`src/rtl/dtq_pkg.sv`:
```
// shared types and constants for the deadline timer queue
package dtq_pkg;

    // fixed field widths
    localparam int ID_W    = 4;
    localparam int NUM_IDS = 16;
    localparam int DATA_W  = 32;

    // request opcodes
    localparam logic [1:0] OP_CREATE = 2'd0;
    localparam logic [1:0] OP_CANCEL = 2'd1;
    localparam logic [1:0] OP_TICK   = 2'd2;

    // result kinds
    typedef enum logic [2:0] {
        KIND_CREATED     = 3'd0,
        KIND_FULL        = 3'd1,
        KIND_ARMED       = 3'd2,
        KIND_CANCELLED   = 3'd3,
        KIND_CANCEL_FAIL = 3'd4,
        KIND_EXPIRED     = 3'd5,
        KIND_NONE_DUE    = 3'd6
    } kind_t;

    // per-timer status
    typedef enum logic [1:0] {
        TS_IDLE  = 2'd0,
        TS_ARMED = 2'd1,
        TS_FIRED = 2'd2
    } timer_status_t;

    // sequencer states
    typedef enum logic [2:0] {
        S_IDLE,
        S_DISPATCH,
        S_SEEK_SLOT,
        S_SEEK_ID,
        S_SEEK_DUE,
        S_FIRE,
        S_REFRESH
    } seq_state_t;

    // request transfer
    typedef struct packed {
        logic [1:0]        opcode;
        logic [ID_W-1:0]   timer_id;
        logic [DATA_W-1:0] deadline;
        logic [DATA_W-1:0] now;
    } req_t;

    // result transfer
    typedef struct packed {
        kind_t             kind;
        logic [ID_W-1:0]   timer_id_res;
        logic [DATA_W-1:0] next_deadline;
        logic              last;
    } rsp_t;

    // order list update command
    typedef struct packed {
        logic            insert;
        logic            remove;
        logic [ID_W-1:0] id;
    } list_cmd_t;

    // timer table update command
    typedef struct packed {
        logic            wr_deadline;
        logic            wr_status;
        logic [ID_W-1:0] id;
        timer_status_t   status;
    } tbl_cmd_t;

endpackage

```
`src/rtl/dtq_order_list.sv`:
```
// deadline-ordered list of timer ids; insert and remove shift all slots in parallel
module dtq_order_list #(
    parameter int NUM_TIMERS = 16,
    parameter int CNT_W      = 5,
    parameter int IDX_W      = 4
) (
    input  logic                       clk,
    input  dtq_pkg::list_cmd_t         cmd,
    input  logic [CNT_W-1:0]           pos,
    input  logic [IDX_W-1:0]           rd_idx,
    output logic [dtq_pkg::ID_W-1:0]   rd_id
);

    logic [dtq_pkg::ID_W-1:0] list_reg  [NUM_TIMERS];
    logic [dtq_pkg::ID_W-1:0] list_next [NUM_TIMERS];

    // each slot looks only at its neighbors; slot 0 takes the inserted id from below
    for (genvar g = 0; g < NUM_TIMERS; g++) begin : g_slot
        logic [dtq_pkg::ID_W-1:0] below;
        logic [dtq_pkg::ID_W-1:0] above;

        if (g == 0) begin : g_first
            assign below = cmd.id;
        end
        else begin : g_mid
            assign below = list_reg[g-1];
        end

        if (g == NUM_TIMERS - 1) begin : g_top
            assign above = list_reg[g];
        end
        else begin : g_low
            assign above = list_reg[g+1];
        end

        // insert shifts up from pos, remove shifts down onto pos
        assign list_next[g] =
            (cmd.insert && (CNT_W'(g) >  pos)) ? below  :
            (cmd.insert && (CNT_W'(g) == pos)) ? cmd.id :
            (cmd.remove && (CNT_W'(g) >= pos)) ? above  :
                                                 list_reg[g];
    end

    // list storage
    always_ff @(posedge clk)
    begin
        list_reg <= list_next;
    end

    assign rd_id = list_reg[rd_idx];

endmodule

```
`src/rtl/dtq_timer_table.sv`:
```
// per-timer deadline and status storage
module dtq_timer_table #(
    parameter int DL_W = 32
) (
    input  logic                          clk,
    input  logic                          rst_n,
    input  dtq_pkg::tbl_cmd_t             cmd,
    input  logic [DL_W-1:0]               wr_deadline,
    input  logic [dtq_pkg::ID_W-1:0]      rd_id,
    output logic [DL_W-1:0]               rd_deadline,
    input  logic [dtq_pkg::ID_W-1:0]      st_id,
    output dtq_pkg::timer_status_t        rd_status
);

    logic [DL_W-1:0]        deadline_reg [dtq_pkg::NUM_IDS];
    dtq_pkg::timer_status_t status_reg   [dtq_pkg::NUM_IDS];

    // deadlines, only read while the timer is armed
    always_ff @(posedge clk)
    begin
        if (cmd.wr_deadline)
        begin
            deadline_reg[cmd.id] <= wr_deadline;
        end
    end

    // status, all idle after reset
    always_ff @(posedge clk or negedge rst_n)
    begin
        if (!rst_n)
        begin
            for (int i = 0; i < dtq_pkg::NUM_IDS; i++)
            begin
                status_reg[i] <= dtq_pkg::TS_IDLE;
            end
        end
        else if (cmd.wr_status)
        begin
            status_reg[cmd.id] <= cmd.status;
        end
    end

    assign rd_deadline = deadline_reg[rd_id];
    assign rd_status   = status_reg[st_id];

endmodule

```
`src/rtl/dtq_ctrl.sv`:
```
// request sequencer with the shared deadline comparator
module dtq_ctrl #(
    parameter int NUM_TIMERS = 16,
    parameter int CNT_W      = 5,
    parameter int IDX_W      = 4,
    parameter int DL_W       = 32
) (
    input  logic                        clk,
    input  logic                        rst_n,
    input  logic                        start,
    input  dtq_pkg::req_t               req,
    output logic                        busy,
    output dtq_pkg::list_cmd_t          list_cmd,
    output logic [CNT_W-1:0]            list_pos,
    output logic [IDX_W-1:0]            list_rd_idx,
    input  logic [dtq_pkg::ID_W-1:0]    list_rd_id,
    output dtq_pkg::tbl_cmd_t           tbl_cmd,
    output logic [DL_W-1:0]             tbl_deadline,
    input  logic [DL_W-1:0]             tbl_rd_deadline,
    output logic [dtq_pkg::ID_W-1:0]    tbl_st_id,
    input  dtq_pkg::timer_status_t      tbl_rd_status,
    output logic                        rsp_load,
    output dtq_pkg::rsp_t               rsp
);

    localparam logic [DL_W-1:0]  DL_EMPTY = '1;
    localparam logic [CNT_W-1:0] CNT_CAP  = CNT_W'(NUM_TIMERS);
    localparam logic [CNT_W-1:0] CNT_ONE  = CNT_W'(1);

    dtq_pkg::seq_state_t      state_reg, state_next;
    logic [1:0]               op_reg, op_next;
    logic [dtq_pkg::ID_W-1:0] id_reg, id_next;
    logic [DL_W-1:0]          dl_reg, dl_next;
    logic [DL_W-1:0]          now_reg, now_next;
    logic [CNT_W-1:0]         count_reg, count_next;
    logic [CNT_W-1:0]         pos_reg, pos_next;
    logic [DL_W-1:0]          earliest_reg, earliest_next;

    logic            in_list;
    logic            armed;
    logic            full;
    logic            id_hit;
    logic            head_sel;
    logic [DL_W-1:0] cmp_a;
    logic [DL_W-1:0] cmp_b;
    logic            cmp_lt;
    logic            due;
    logic [DL_W-1:0] head_dl;
    logic [DL_W-1:0] stop_dl;

    // status flags
    assign busy     = (state_reg != dtq_pkg::S_IDLE);
    assign in_list  = (pos_reg < count_reg);
    assign armed    = (tbl_rd_status == dtq_pkg::TS_ARMED);
    assign full     = (count_reg >= CNT_CAP);
    assign id_hit   = in_list && (list_rd_id == id_reg);
    assign head_sel = (state_reg inside {dtq_pkg::S_REFRESH, dtq_pkg::S_FIRE});

    // list addressing: head in refresh and fire, walk position otherwise
    assign list_pos    = head_sel ? '0 : pos_reg;
    assign list_rd_idx = head_sel ? '0 : pos_reg[IDX_W-1:0];
    assign tbl_st_id   = id_reg;
    assign tbl_deadline = dl_reg;

    // shared comparator: slot search tests entry < new deadline,
    // due search tests now < entry (entry not yet due)
    assign cmp_a  = (state_reg == dtq_pkg::S_SEEK_DUE) ? now_reg : tbl_rd_deadline;
    assign cmp_b  = (state_reg == dtq_pkg::S_SEEK_DUE) ? tbl_rd_deadline : dl_reg;
    assign cmp_lt = (cmp_a < cmp_b);
    assign due    = in_list && !cmp_lt;

    assign head_dl = (count_reg == '0) ? DL_EMPTY : tbl_rd_deadline;
    assign stop_dl = in_list ? tbl_rd_deadline : DL_EMPTY;

    // next state
    always_comb
    begin
        state_next = state_reg;
        case (state_reg)
            dtq_pkg::S_IDLE:
            begin
                if (start)
                begin
                    state_next = dtq_pkg::S_DISPATCH;
                end
            end
            dtq_pkg::S_DISPATCH:
            begin
                case (op_reg)
                    dtq_pkg::OP_CREATE:
                        state_next = (armed || full) ? dtq_pkg::S_IDLE : dtq_pkg::S_SEEK_SLOT;
                    dtq_pkg::OP_CANCEL:
                        state_next = armed ? dtq_pkg::S_SEEK_ID : dtq_pkg::S_IDLE;
                    dtq_pkg::OP_TICK:
                        state_next = dtq_pkg::S_SEEK_DUE;
                    default:
                        state_next = dtq_pkg::S_IDLE;
                endcase
            end
            dtq_pkg::S_SEEK_SLOT:
            begin
                if (!(in_list && cmp_lt))
                begin
                    state_next = dtq_pkg::S_REFRESH;
                end
            end
            dtq_pkg::S_SEEK_ID:
            begin
                if (id_hit || !in_list)
                begin
                    state_next = dtq_pkg::S_REFRESH;
                end
            end
            dtq_pkg::S_SEEK_DUE:
            begin
                if (!due)
                begin
                    state_next = (pos_reg == '0) ? dtq_pkg::S_IDLE : dtq_pkg::S_FIRE;
                end
            end
            dtq_pkg::S_FIRE:
            begin
                if (pos_reg == CNT_ONE)
                begin
                    state_next = dtq_pkg::S_IDLE;
                end
            end
            dtq_pkg::S_REFRESH:
            begin
                state_next = dtq_pkg::S_IDLE;
            end
            default:
            begin
                state_next = dtq_pkg::S_IDLE;
            end
        endcase
    end

    // datapath updates, storage commands and results
    always_comb
    begin
        op_next       = op_reg;
        id_next       = id_reg;
        dl_next       = dl_reg;
        now_next      = now_reg;
        count_next    = count_reg;
        pos_next      = pos_reg;
        earliest_next = earliest_reg;

        list_cmd        = '0;
        tbl_cmd         = '0;
        tbl_cmd.id      = id_reg;
        tbl_cmd.status  = dtq_pkg::TS_IDLE;

        rsp_load          = 1'b0;
        rsp.kind          = dtq_pkg::KIND_CREATED;
        rsp.timer_id_res  = id_reg;
        rsp.next_deadline = dtq_pkg::DATA_W'(earliest_reg);
        rsp.last          = 1'b1;

        case (state_reg)
            dtq_pkg::S_IDLE:
            begin
                if (start)
                begin
                    op_next  = req.opcode;
                    id_next  = req.timer_id;
                    dl_next  = req.deadline[DL_W-1:0];
                    now_next = req.now[DL_W-1:0];
                end
            end
            dtq_pkg::S_DISPATCH:
            begin
                pos_next = '0;
                case (op_reg)
                    dtq_pkg::OP_CREATE:
                    begin
                        if (armed)
                        begin
                            rsp_load = 1'b1;
                            rsp.kind = dtq_pkg::KIND_ARMED;
                        end
                        else if (full)
                        begin
                            rsp_load = 1'b1;
                            rsp.kind = dtq_pkg::KIND_FULL;
                        end
                    end
                    dtq_pkg::OP_CANCEL:
                    begin
                        if (!armed)
                        begin
                            rsp_load = 1'b1;
                            rsp.kind = dtq_pkg::KIND_CANCEL_FAIL;
                        end
                    end
                    default:
                    begin
                    end
                endcase
            end
            dtq_pkg::S_SEEK_SLOT:
            begin
                // walk past entries that expire strictly earlier
                if (in_list && cmp_lt)
                begin
                    pos_next = pos_reg + CNT_ONE;
                end
                else
                begin
                    list_cmd.insert     = 1'b1;
                    list_cmd.id         = id_reg;
                    tbl_cmd.wr_deadline = 1'b1;
                    tbl_cmd.wr_status   = 1'b1;
                    tbl_cmd.status      = dtq_pkg::TS_ARMED;
                    count_next          = count_reg + CNT_ONE;
                end
            end
            dtq_pkg::S_SEEK_ID:
            begin
                if (id_hit)
                begin
                    list_cmd.remove   = 1'b1;
                    tbl_cmd.wr_status = 1'b1;
                    tbl_cmd.status    = dtq_pkg::TS_IDLE;
                    count_next        = count_reg - CNT_ONE;
                end
                else if (in_list)
                begin
                    pos_next = pos_reg + CNT_ONE;
                end
            end
            dtq_pkg::S_REFRESH:
            begin
                earliest_next     = head_dl;
                rsp_load          = 1'b1;
                rsp.kind          = (op_reg == dtq_pkg::OP_CREATE) ?
                                    dtq_pkg::KIND_CREATED : dtq_pkg::KIND_CANCELLED;
                rsp.next_deadline = dtq_pkg::DATA_W'(head_dl);
            end
            dtq_pkg::S_SEEK_DUE:
            begin
                // count due entries; the first one not due is the new head
                if (due)
                begin
                    pos_next = pos_reg + CNT_ONE;
                end
                else
                begin
                    earliest_next = stop_dl;
                    if (pos_reg == '0)
                    begin
                        rsp_load          = 1'b1;
                        rsp.kind          = dtq_pkg::KIND_NONE_DUE;
                        rsp.timer_id_res  = '0;
                        rsp.next_deadline = dtq_pkg::DATA_W'(stop_dl);
                    end
                end
            end
            dtq_pkg::S_FIRE:
            begin
                // pop the head, one expired timer per cycle
                rsp_load          = 1'b1;
                rsp.kind          = dtq_pkg::KIND_EXPIRED;
                rsp.timer_id_res  = list_rd_id;
                rsp.last          = (pos_reg == CNT_ONE);
                tbl_cmd.wr_status = 1'b1;
                tbl_cmd.id        = list_rd_id;
                tbl_cmd.status    = dtq_pkg::TS_FIRED;
                list_cmd.remove   = 1'b1;
                count_next        = count_reg - CNT_ONE;
                pos_next          = pos_reg - CNT_ONE;
            end
            default:
            begin
            end
        endcase
    end

    // control registers
    always_ff @(posedge clk or negedge rst_n)
    begin
        if (!rst_n)
        begin
            state_reg    <= dtq_pkg::S_IDLE;
            count_reg    <= '0;
            pos_reg      <= '0;
            earliest_reg <= DL_EMPTY;
        end
        else
        begin
            state_reg    <= state_next;
            count_reg    <= count_next;
            pos_reg      <= pos_next;
            earliest_reg <= earliest_next;
        end
    end

    // request payload
    always_ff @(posedge clk)
    begin
        op_reg  <= op_next;
        id_reg  <= id_next;
        dl_reg  <= dl_next;
        now_reg <= now_next;
    end

endmodule

```
`src/rtl/deadline_timer_queue.sv`:
```
// top level of the deadline-ordered one-shot timer queue
//
// Usage: drive req and raise start; the request transfers at a rising edge
// with start high and busy low. Opcodes: create, cancel, tick; opcode 3 is
// dropped with no result. Results come out on result, each valid for exactly
// one cycle with result_strobe high; result.last marks the final one of a
// request. The receiver cannot stall the block.
// One sequencer walks the order list one entry per cycle through a single
// deadline comparator:
//   create: walks past the entries ahead of the slot, then inserts the timer
//   cancel: walks to the list position of the timer, then removes it
//   tick:   one none-due result when nothing is due, else walks the due
//           timers, then gives one expired result per cycle until every
//           due timer has fired
// Rejected creates and failed cancels are answered from the dispatch state.
// busy stays high from the transfer until the last result is loaded.
// Reset clears the queue, marks every timer idle and sets the reported next
// deadline to all ones; no clearing pass is needed.
module deadline_timer_queue #(
    parameter int NUM_TIMERS = 16,
    parameter int TIME_BITS  = 32
) (
    input  logic          clk,
    input  logic          rst_n,
    input  logic          start,
    input  dtq_pkg::req_t req,
    output logic          busy,
    output logic          result_strobe,
    output dtq_pkg::rsp_t result
);

    localparam int CNT_W = $clog2(NUM_TIMERS + 1);
    localparam int IDX_W = $clog2(NUM_TIMERS);
    localparam int DL_W  = (TIME_BITS < dtq_pkg::DATA_W) ? TIME_BITS : dtq_pkg::DATA_W;

    dtq_pkg::list_cmd_t       list_cmd;
    logic [CNT_W-1:0]         list_pos;
    logic [IDX_W-1:0]         list_rd_idx;
    logic [dtq_pkg::ID_W-1:0] list_rd_id;
    dtq_pkg::tbl_cmd_t        tbl_cmd;
    logic [DL_W-1:0]          tbl_deadline;
    logic [DL_W-1:0]          tbl_rd_deadline;
    logic [dtq_pkg::ID_W-1:0] tbl_st_id;
    dtq_pkg::timer_status_t   tbl_rd_status;
    logic                     rsp_load;
    dtq_pkg::rsp_t            rsp;

    logic          strobe_reg;
    dtq_pkg::rsp_t result_reg;

    dtq_ctrl #(
        .NUM_TIMERS (NUM_TIMERS),
        .CNT_W      (CNT_W),
        .IDX_W      (IDX_W),
        .DL_W       (DL_W)
    ) u_ctrl (
        .clk             (clk),
        .rst_n           (rst_n),
        .start           (start),
        .req             (req),
        .busy            (busy),
        .list_cmd        (list_cmd),
        .list_pos        (list_pos),
        .list_rd_idx     (list_rd_idx),
        .list_rd_id      (list_rd_id),
        .tbl_cmd         (tbl_cmd),
        .tbl_deadline    (tbl_deadline),
        .tbl_rd_deadline (tbl_rd_deadline),
        .tbl_st_id       (tbl_st_id),
        .tbl_rd_status   (tbl_rd_status),
        .rsp_load        (rsp_load),
        .rsp             (rsp)
    );

    dtq_order_list #(
        .NUM_TIMERS (NUM_TIMERS),
        .CNT_W      (CNT_W),
        .IDX_W      (IDX_W)
    ) u_order_list (
        .clk    (clk),
        .cmd    (list_cmd),
        .pos    (list_pos),
        .rd_idx (list_rd_idx),
        .rd_id  (list_rd_id)
    );

    dtq_timer_table #(
        .DL_W (DL_W)
    ) u_timer_table (
        .clk         (clk),
        .rst_n       (rst_n),
        .cmd         (tbl_cmd),
        .wr_deadline (tbl_deadline),
        .rd_id       (list_rd_id),
        .rd_deadline (tbl_rd_deadline),
        .st_id       (tbl_st_id),
        .rd_status   (tbl_rd_status)
    );

    // result strobe
    always_ff @(posedge clk or negedge rst_n)
    begin
        if (!rst_n)
        begin
            strobe_reg <= 1'b0;
        end
        else
        begin
            strobe_reg <= rsp_load;
        end
    end

    // result payload
    always_ff @(posedge clk)
    begin
        if (rsp_load)
        begin
            result_reg <= rsp;
        end
    end

    assign result_strobe = strobe_reg;
    assign result        = result_reg;

    // an accepted request keeps the block busy in the next cycle
    a_accept_busy: assert property (@(posedge clk) disable iff (!rst_n)
        (start && !busy) |=> busy)
        else $error("request transfer did not raise busy");

    // a result that is not the last leaves the block still working
    a_more_busy: assert property (@(posedge clk) disable iff (!rst_n)
        (result_strobe && !result.last) |-> busy)
        else $error("non-final result while idle");

    // expired results of one tick come in consecutive cycles
    a_fire_burst: assert property (@(posedge clk) disable iff (!rst_n)
        (result_strobe && !result.last && result.kind == dtq_pkg::KIND_EXPIRED)
        |=> result_strobe)
        else $error("gap inside an expiry burst");

endmodule
```
`config.mk`:
```
export PLATFORM = sky130hd
export DESIGN_NAME = deadline_timer_queue
export DESIGN_NICKNAME = d
export VERILOG_FILES = /design/src/rtl/dtq_pkg.sv /design/src/rtl/dtq_order_list.sv /design/src/rtl/dtq_timer_table.sv /design/src/rtl/dtq_ctrl.sv /design/src/rtl/deadline_timer_queue.sv
export SDC_FILE = /design/constraint.sdc
export NUM_CORES = 1
export LEC_CHECK = 0
export BUFFER_PORTS_ARGS = -buffer_cell sky130_fd_sc_hd__clkbuf_2
export CORE_MARGIN = 8
export CORE_UTILIZATION = 45
export CTS_BUF_LIST = sky130_fd_sc_hd__clkbuf_4 sky130_fd_sc_hd__clkbuf_8
export CTS_CLUSTER_SIZE = 20
export DETAILED_ROUTE_END_ITERATION = 10
export PLACE_DENSITY = 0.67
export SLEW_MARGIN = 10
export SYNTH_ARGS = -nofsm -noshare
export SYNTH_HDL_FRONTEND = slang
export SYNTH_SLANG_ARGS = --single-unit
```
`constraint.sdc`:
```
create_clock -name clk -period 7.95 [get_ports clk]
set_input_delay 0 -clock clk [delete_from_list [all_inputs] [get_ports clk]]
set_output_delay 0 -clock clk [all_outputs]
set_load 0.005 [all_outputs]
```
==> results of run 1 <==
per-stage QoR:
stage	cells	setup TNS, ns	hold WS, ns	power (mW)	utilization (%)
3_3_place_gp	3578	0	-0.164	15.9	48.2
6_report	3952	0	0.0616	19.8	53.4
3_5_place_dp	3578	0	-0.159	16.1	48.2
5_1_grt	3951	0	0.0253	20.8	53.4
4_1_cts	3950	0	0.00475	19.7	53.4
2_1_floorplan	2495	-134.68	-0.296	12.7	-
power groups by stage:
stage / combinational (mW) / sequential, mW / clock [mW]
after detailed placement: 10.1 / 5.98 / 0
after CTS: 10.2 / 5.91 / 3.58
after global placement: 9.92 / 5.95 / 0
after global routing: 11.1 / 5.99 / 3.76
final: 10.4 / 5.93 / 3.53
after floorplan: 6.94 / 5.75 / 0
layout make-up:
cell class	instances	area (um2)	area share (%)
Clock inverter	61	522	1.27
Tap cell	1040	1300	3.16
Inverter	24	90.1	0.219
Antenna cell	2	5.00	0.0122
Clock buffer	169	2050	4.98
Multi-Input combinational cell	1546	11700	28.4
Sequential cell	764	22600	54.9
Timing Repair Buffer	346	2920	7.09
metal layers:
metal	up-vias	share of wire, %
met1	11900	44
li1	10400	-
met3	177	7.6
met4	0	2.5
met2	1072	46
met5	-	0
layout by cell type (no fill, tap or decap), types with 9 or more instances in the layout:
master	Yosys	layout
sky130_fd_sc_hd__o22ai_1	61	61
sky130_fd_sc_hd__clkbuf_8	0	125
sky130_fd_sc_hd__or3_1	11	10
sky130_fd_sc_hd__nor2_4	0	9
sky130_fd_sc_hd__edfxtp_1	686	686
sky130_fd_sc_hd__nand4_1	16	16
sky130_fd_sc_hd__dfrtp_1	46	46
sky130_fd_sc_hd__nand2b_1	11	11
sky130_fd_sc_hd__buf_12	0	20
sky130_fd_sc_hd__clkinv_2	0	16
sky130_fd_sc_hd__a31oi_1	44	44
sky130_fd_sc_hd__clkinv_1	1	32
sky130_fd_sc_hd__nor3_1	31	20
sky130_fd_sc_hd__inv_1	23	23
sky130_fd_sc_hd__ha_1	41	41
sky130_fd_sc_hd__o21ai_0	114	114
sky130_fd_sc_hd__o31ai_1	9	9
sky130_fd_sc_hd__nand3_1	29	29
sky130_fd_sc_hd__a21o_1	80	80
sky130_fd_sc_hd__nor2_1	114	103
sky130_fd_sc_hd__a21oi_1	152	151
sky130_fd_sc_hd__buf_4	6	71
sky130_fd_sc_hd__mux2i_1	452	452
sky130_fd_sc_hd__clkbuf_4	0	44
sky130_fd_sc_hd__mux2_2	47	47
sky130_fd_sc_hd__dlygate4sd3_1	0	142
sky130_fd_sc_hd__dfstp_2	32	32
sky130_fd_sc_hd__nor3_2	1	12
sky130_fd_sc_hd__clkbuf_2	0	113
sky130_fd_sc_hd__nand2_1	134	133
sky130_fd_sc_hd__a2bb2oi_1	26	26
kinds of logic after synthesis:
group / synth area share, %
AO/OA/AOI/OAI: 11.1
buffers and inverters: 2.14
AND/OR/NAND/NOR: 4.91
adder cells (fa/ha/maj): 1.53
multiplexers: 15.2
XOR/XNOR: 0.351
flip-flops: 64.8
worst max path at each step:
stage,endpoint,cells past startpoint
2_1_floorplan,u_timer_table.deadline_reg[12][0],26
3_3_place_gp,u_timer_table.deadline_reg[13][13],20
3_5_place_dp,u_order_list.g_slot[12].above[0],19
4_1_cts,u_timer_table.deadline_reg[6][12],20
5_1_grt,u_timer_table.deadline_reg[7][15],20
6_report,result[10],21
==> metrics.txt, run 1 <==
# TYPE chip_impl_metric gauge
chip_impl_info{name="status",value="finished clean"} 1
chip_impl_info{name="regToRegStartpoint",value="u_ctrl.pos_reg[1]"} 1
chip_impl_metric{name="mappedNetlistNets",unit=""} 2610
chip_impl_metric{name="power.density",unit="nW/um2"} 482
chip_impl_metric{name="finalSetupViolCount",unit=""} 0
chip_impl_metric{name="design.core.area",unit="um2"} 77100
chip_impl_metric{name="drv_cap",unit=""} 0
chip_impl_metric{name="power.leakage",unit="nW"} 15.3
chip_impl_metric{name="clock_skew",unit="ns"} 0.0820
chip_impl_metric{name="die_x",unit="um"} 294
chip_impl_metric{name="grt_pass1_wl",unit="um"} 147000
chip_impl_info{name="cts_tree",value="built"} 1
chip_impl_metric{name="async_set_reset_flop_share_out_of_synthesis",unit="%"} 10.2
chip_impl_metric{name="grtUsageMet3",unit="%"} 3.85
chip_impl_info{name="critPathTopFamily",value="compound AO/OA/AOI/OAI gates"} 1
chip_impl_metric{name="antenna_found_initial",unit=""} 2
chip_impl_metric{name="detailroute.via_count",unit=""} 23500
chip_impl_metric{name="total_nets_final",unit=""} 2918
chip_impl_metric{name="place_area",unit="um2"} 37200
chip_impl_metric{name="report.final.hold_viol_count",unit=""} 0
chip_impl_metric{name="n_fill_cell",unit=""} 6388
chip_impl_info{name="holdPathEnd",value="u_ctrl.now_reg[8]"} 1
chip_impl_info{name="yosysTopAreaCell",value="sky130_fd_sc_hd__edfxtp_1"} 1
chip_impl_metric{name="drtPass1Iterations",unit=""} 6
chip_impl_metric{name="dieHeight",unit="um"} 294
chip_impl_info{name="timing.critical_path.from",value="u_ctrl.pos_reg[1]"} 1
chip_impl_metric{name="routed_wirelength",unit="um"} 97600
chip_impl_metric{name="maximum_achievable_frequency",unit="MHz"} 132
chip_impl_metric{name="mappedNetlistArea",unit="um2"} 34900
chip_impl_metric{name="final.setup.worst_slack",unit="ns"} 0.366
chip_impl_info{name="grt.busiest_layer",value="met2"} 1
chip_impl_metric{name="detail_route.wl_per_cell",unit="um"} 24.7
chip_impl_info{name="holdCritStartpoint",value="req[8]"} 1
chip_impl_info{name="synth_top_flop_cell",value="sky130_fd_sc_hd__edfxtp_1"} 1
chip_impl_metric{name="synth-warning-count",unit=""} 0
chip_impl_metric{name="post_drt_via_cell_ratio",unit=""} 5.94
chip_impl_metric{name="syn-mean-instance-area",unit="um2"} 14.0
chip_impl_info{name="end_kind",value="flop"} 1
chip_impl_metric{name="crit_path_buffers_inverters",unit=""} 3
chip_impl_info{name="rsz0062_at_grt",value="false"} 1
chip_impl_metric{name="cts-resized-gates",unit=""} 0
chip_impl_metric{name="tightest_slew",unit="ns"} 1.18
chip_impl_metric{name="track_usage",unit="%"} 22.0
chip_impl_metric{name="route.antenna.remaining_nets",unit=""} 0
chip_impl_metric{name="min_delay_path_depth",unit=""} 2
chip_impl_metric{name="cts_setup_buffers",unit=""} 0
chip_impl_metric{name="initial_utilization",unit="%"} 45.3
chip_impl_metric{name="tritoncts_num_sinks",unit=""} 764
chip_impl_metric{name="combPwrFrac",unit="%"} 52.4
chip_impl_metric{name="internal-power",unit="mW"} 11.2
chip_impl_metric{name="critical_path_arrival",unit="ns"} 8.00
chip_impl_info{name="cts_root_buffer",value="sky130_fd_sc_hd__clkbuf_8"} 1
chip_impl_metric{name="first_global_vias",unit=""} 23800
chip_impl_metric{name="global_route.overflow_total",unit=""} 0
chip_impl_metric{name="place.port_buffers",unit=""} 114
chip_impl_metric{name="ioPinCount",unit=""} 115
chip_impl_metric{name="post_synth_num_cell_types",unit=""} 86
chip_impl_metric{name="grt_start_max_net_pins",unit=""} 70
chip_impl_metric{name="floorplan.die_area",unit="um2"} 86700
chip_impl_metric{name="placement.setup.worst_slack",unit="ns"} 0.612
chip_impl_metric{name="clock_power_share",unit="%"} 17.8
chip_impl_metric{name="power_switching",unit="mW"} 8.67
chip_impl_metric{name="finalWorstPathRequiredPeriod",unit="ns"} 7.58
chip_impl_metric{name="grt_util_met2",unit="%"} 34.5
chip_impl_info{name="path_cells",value="clkinv_1 > a21oi_1 > a221oi_1 > o22ai_1 > nor2_4 > buf_4 > mux2i_1 > mux2i_1 > mux2_2 > nor2_1 > a21oi_1 > ha_1 > a21o_1 > a21o_1 > a21oi_1 > o221a_2 > o21ai_1 > buf_4 > o21ai_2 > and2_1 > o21ai_1"} 1
chip_impl_metric{name="maxSlewViolCount",unit=""} 0
chip_impl_metric{name="synthToLayoutAreaGrowth",unit="%"} 18.0
chip_impl_metric{name="setup.reg_to_reg.worst_slack",unit="ns"} 0.37
chip_impl_metric{name="remaining_drc_errors",unit=""} 0
chip_impl_metric{name="first_iter_violations",unit=""} 2354
chip_impl_info{name="synth.top_cells.by_count",value="sky130_fd_sc_hd__edfxtp_1, sky130_fd_sc_hd__mux2i_1, sky130_fd_sc_hd__a21oi_1"} 1
chip_impl_metric{name="routability_cong",unit=""} 0.864
chip_impl_metric{name="row_count",unit=""} 102
chip_impl_metric{name="yosys_register_bits",unit=""} 764
chip_impl_metric{name="slew_headroom",unit="%"} 21.1
chip_impl_metric{name="cp_max_fo",unit=""} 59
chip_impl_metric{name="rr_worst_depth",unit=""} 21
chip_impl_info{name="critPathKind",value="flop to flop"} 1
chip_impl_info{name="reg2reg_to",value="result[10]"} 1
chip_impl_metric{name="flip_flop_count_of_the_largest_register_after_layout",unit=""} 512
chip_impl_metric{name="number_of_buffers_created_by_cts",unit=""} 121
chip_impl_metric{name="finish.instance_area",unit="um2"} 41200
chip_impl_info{name="setup.worst_path.start_class",value="flop"} 1
chip_impl_metric{name="synth_seq_area_share",unit="%"} 64.8
chip_impl_info{name="hp-class",value="primary input to flop"} 1
chip_impl_metric{name="slowest_delay",unit="ns"} 0.93
chip_impl_metric{name="fraction_of_post_synthesis_cell_area_in_the_top_cell_type_by_area",unit="%"} 59.0
chip_impl_metric{name="post-route-period-util",unit="%"} 95.4
chip_impl_metric{name="p_sw_share",unit="%"} 43.7
chip_impl_metric{name="buffers_from_clock_root_to_sink_at_most",unit=""} 3
chip_impl_metric{name="worstSkewPairLatency",unit="ns"} 0.77
chip_impl_metric{name="path_clk_slew",unit="ns"} 0.06
chip_impl_metric{name="sequentialPowerShare",unit="%"} 29.9
chip_impl_metric{name="htreeDepth",unit=""} 3
chip_impl_metric{name="holdBufCountCts",unit=""} 142
chip_impl_metric{name="post_route_cells_drive_above_1_share",unit="%"} 18.6
chip_impl_info{name="ys_top_cells_by_area",value="sky130_fd_sc_hd__edfxtp_1, sky130_fd_sc_hd__mux2i_1, sky130_fd_sc_hd__dfrtp_1, sky130_fd_sc_hd__dfstp_2, sky130_fd_sc_hd__a21oi_1"} 1
chip_impl_info{name="post-synth-top-count-cell",value="sky130_fd_sc_hd__edfxtp_1"} 1
chip_impl_info{name="standard_cell_with_the_maximum_stage_delay_on_the_critical_path",value="sky130_fd_sc_hd__and2_1"} 1
chip_impl_metric{name="synth_edf_count",unit=""} 686
chip_impl_metric{name="largest_voltage_drop_on_the_vdd_net",unit="mV"} 0.608
chip_impl_metric{name="synthCells",unit=""} 2495
chip_impl_metric{name="groute.layer.met1.usage",unit="%"} 31.2
chip_impl_info{name="crit_path_frequent_cell",value="sky130_fd_sc_hd__a21oi_1"} 1
chip_impl_metric{name="cp.required",unit="ns"} 8.37
chip_impl_metric{name="hpwl",unit="um"} 59100
Note: power is estimated with default switching activity, not from simulation.
==> run 2: changes to the inputs <==
- CTS_BUF_LIST: sky130_fd_sc_hd__clkbuf_4 sky130_fd_sc_hd__clkbuf_8 -> sky130_fd_sc_hd__clkbuf_4
==> metrics.txt, run 2 (synthesis results as in run 1) <==
# TYPE chip_impl_metric gauge
chip_impl_info{name="status",value="finished clean"} 1
chip_impl_metric{name="post_drt_via_cell_ratio",unit=""} 5.87
chip_impl_metric{name="path_clk_slew",unit="ns"} 0.09
chip_impl_metric{name="ioPinCount",unit=""} 115
chip_impl_metric{name="die_x",unit="um"} 294
chip_impl_info{name="holdCritStartpoint",value="req[18]"} 1
chip_impl_info{name="reg2reg_to",value="u_timer_table.deadline_reg[14][14]"} 1
chip_impl_metric{name="buffers_from_clock_root_to_sink_at_most",unit=""} 3
chip_impl_metric{name="number_of_buffers_created_by_cts",unit=""} 193
chip_impl_metric{name="power.density",unit="nW/um2"} 478
chip_impl_metric{name="place.port_buffers",unit=""} 114
chip_impl_metric{name="global_route.overflow_total",unit=""} 0
chip_impl_metric{name="worstSkewPairLatency",unit="ns"} 1.09
chip_impl_metric{name="first_iter_violations",unit=""} 2644
chip_impl_metric{name="setup.reg_to_reg.worst_slack",unit="ns"} 0.41
chip_impl_metric{name="row_count",unit=""} 102
chip_impl_metric{name="finalWorstPathRequiredPeriod",unit="ns"} 7.54
chip_impl_info{name="critPathKind",value="flop to flop"} 1
chip_impl_metric{name="finalSetupViolCount",unit=""} 0
chip_impl_info{name="regToRegStartpoint",value="u_ctrl.pos_reg[1]"} 1
chip_impl_metric{name="dieHeight",unit="um"} 294
chip_impl_metric{name="first_global_vias",unit=""} 24400
chip_impl_info{name="holdPathEnd",value="u_ctrl.now_reg[18]"} 1
chip_impl_metric{name="cp.required",unit="ns"} 8.59
chip_impl_metric{name="critical_path_arrival",unit="ns"} 8.18
chip_impl_metric{name="routed_wirelength",unit="um"} 98200
chip_impl_info{name="critPathTopFamily",value="simple AND/OR/NAND/NOR gates"} 1
chip_impl_metric{name="flip_flop_count_of_the_largest_register_after_layout",unit=""} 512
chip_impl_metric{name="total_nets_final",unit=""} 2993
chip_impl_info{name="cts_root_buffer",value="sky130_fd_sc_hd__clkbuf_4"} 1
chip_impl_info{name="hp-class",value="primary input to flop"} 1
chip_impl_metric{name="post_route_cells_drive_above_1_share",unit="%"} 21.1
chip_impl_metric{name="post-route-period-util",unit="%"} 94.8
chip_impl_metric{name="design_power_total",unit="mW"} 19.7
chip_impl_info{name="end_kind",value="flop"} 1
chip_impl_metric{name="hpwl",unit="um"} 59100
chip_impl_metric{name="route.antenna.remaining_nets",unit=""} 0
chip_impl_metric{name="grt_start_max_net_pins",unit=""} 70
chip_impl_metric{name="maximum_achievable_frequency",unit="MHz"} 133
chip_impl_metric{name="routability_cong",unit=""} 0.864
chip_impl_metric{name="synthToLayoutAreaGrowth",unit="%"} 18.0
chip_impl_metric{name="maxSlewViolCount",unit=""} 0
chip_impl_metric{name="slowest_delay",unit="ns"} 0.70
chip_impl_metric{name="multiInputGateArea",unit="um2"} 11700
chip_impl_metric{name="floorplan.die_area",unit="um2"} 86700
chip_impl_info{name="cts_tree",value="built"} 1
chip_impl_metric{name="n_fill_cell",unit=""} 6424
chip_impl_metric{name="initial_utilization",unit="%"} 45.3
chip_impl_metric{name="antenna_found_initial",unit=""} 2
chip_impl_metric{name="design.core.area",unit="um2"} 77100
chip_impl_metric{name="cts-resized-gates",unit=""} 0
chip_impl_info{name="standard_cell_with_the_maximum_stage_delay_on_the_critical_path",value="sky130_fd_sc_hd__a21oi_1"} 1
chip_impl_metric{name="remaining_drc_errors",unit=""} 0
chip_impl_info{name="path_cells",value="clkinv_1 > a21oi_1 > a221oi_1 > o22ai_1 > nor2_4 > buf_4 > mux2i_1 > mux2i_1 > mux2_2 > nor2_1 > a21oi_1 > ha_1 > nand4_1 > nor3_1 > nand3_1 > mux2_4 > and2_2 > buf_12 > nor3_2 > buf_4"} 1
chip_impl_metric{name="final-seq-area",unit="um2"} 22600
chip_impl_info{name="mostFrequentLayoutCells",value="sky130_fd_sc_hd__edfxtp_1, sky130_fd_sc_hd__mux2i_1, sky130_fd_sc_hd__clkbuf_4"} 1
chip_impl_metric{name="drtPass1Iterations",unit=""} 5
chip_impl_metric{name="clock_skew",unit="ns"} 0.112
chip_impl_metric{name="cp_max_fo",unit=""} 59
chip_impl_metric{name="slew_headroom",unit="%"} 22.9
chip_impl_metric{name="min_delay_path_depth",unit=""} 3
chip_impl_info{name="rsz0062_at_grt",value="false"} 1
chip_impl_metric{name="fin_hold_ws",unit="ns"} 0.187
chip_impl_metric{name="detail_route.wl_per_cell",unit="um"} 24.0
chip_impl_metric{name="cts_setup_buffers",unit=""} 0
chip_impl_metric{name="htreeDepth",unit=""} 4
chip_impl_metric{name="grt_pass1_wl",unit="um"} 148000
chip_impl_metric{name="largest_voltage_drop_on_the_vdd_net",unit="mV"} 0.634
chip_impl_metric{name="rr_worst_depth",unit=""} 20
chip_impl_info{name="setup.worst_path.start_class",value="flop"} 1
chip_impl_metric{name="tightest_slew",unit="ns"} 1.16
chip_impl_metric{name="detailroute.via_count",unit=""} 24000
chip_impl_metric{name="drv_cap",unit=""} 0
chip_impl_info{name="final_common_cell",value="sky130_fd_sc_hd__edfxtp_1"} 1
chip_impl_metric{name="tritoncts_num_sinks",unit=""} 764
chip_impl_metric{name="power.leakage",unit="nW"} 15.4
chip_impl_metric{name="track_usage",unit="%"} 22.3
chip_impl_metric{name="report.final.hold_viol_count",unit=""} 0
chip_impl_metric{name="crit_path_buffers_inverters",unit=""} 4
## run 2: worst max-delay path by stage
stage	start	end	slack (ns)	cells after the start
floorplan	u_ctrl.state_reg[0]	u_timer_table.deadline_reg[12][0]	-0.38	26
global placement	u_ctrl.pos_reg[1]	u_timer_table.deadline_reg[13][13]	0.73	20
detailed placement	u_ctrl.pos_reg[1]	u_order_list.g_slot[12].above[0]	0.61	19
CTS	u_ctrl.pos_reg[1]	u_timer_table.deadline_reg[13][14]	0.51	20
global route	u_ctrl.pos_reg[1]	u_timer_table.deadline_reg[7][15]	0.05	24
finish	u_ctrl.pos_reg[1]	u_timer_table.deadline_reg[14][14]	0.41	20
## run 2: cell type report
| cell class | count | area share [%] |
|---|---|---|
| inverters | 24 | 0.219 |
| clock buffers | 272 | 4.96 |
| multi-input cells | 1546 | 28.4 |
| diodes | 7 | 0.0425 |
| flip-flops and latches | 764 | 54.9 |
| repair buffers | 349 | 7.17 |
| clock inverters | 80 | 1.18 |
| well taps | 1040 | 3.16 |
## run 2: where the power goes
part	switching, mW	leakage, nW	internal (mW)	total (mW)
registers	0.556	7.15	5.37	5.93
logic	6.48	6.78	3.89	10.4
clock network	1.68	1.48	1.70	3.39
total	8.72	15.4	11.0	19.7
## run 2: what timing repair did
action / 4_1_cts / 5_1_grt
hold buffers: 145 / 0
endpoints found under the setup margin: 0 / 0
hold endpoints to repair: 219 / 0
## run 2: routing by layer
metal | GRT usage [%] | share of wire, %
met3 | 4.27 | 8.3
met4 | 7.70 | 2.3
met1 | 31.1 | 43
met5 | 0 | 0
met2 | 34.9 | 46
## run 2: per-stage QoR
step	cell area, um2	std cells	worst slack (ns)	setup TNS, ns	util, %
final	41200	4082	0.410	0	53.4
after global routing	41200	4078	0.0475	0	53.4
after CTS	41200	4075	0.506	0	53.4
after detailed placement	37200	3578	0.612	0	48.2
after global placement	37200	3578	0.728	0	48.2
after floorplan	34900	2495	-0.379	-134.68	-
## run 2: worst reg2reg max path: cells and delay by family (launching register included)
family | cells | cell delay [ns]
simple gates | 7 | 1.85
mux | 4 | 1.34
compound gates | 4 | 1.43
fa+ha+maj | 1 | 0.33
buf+inv | 4 | 1.51
flops | 1 | 0.64
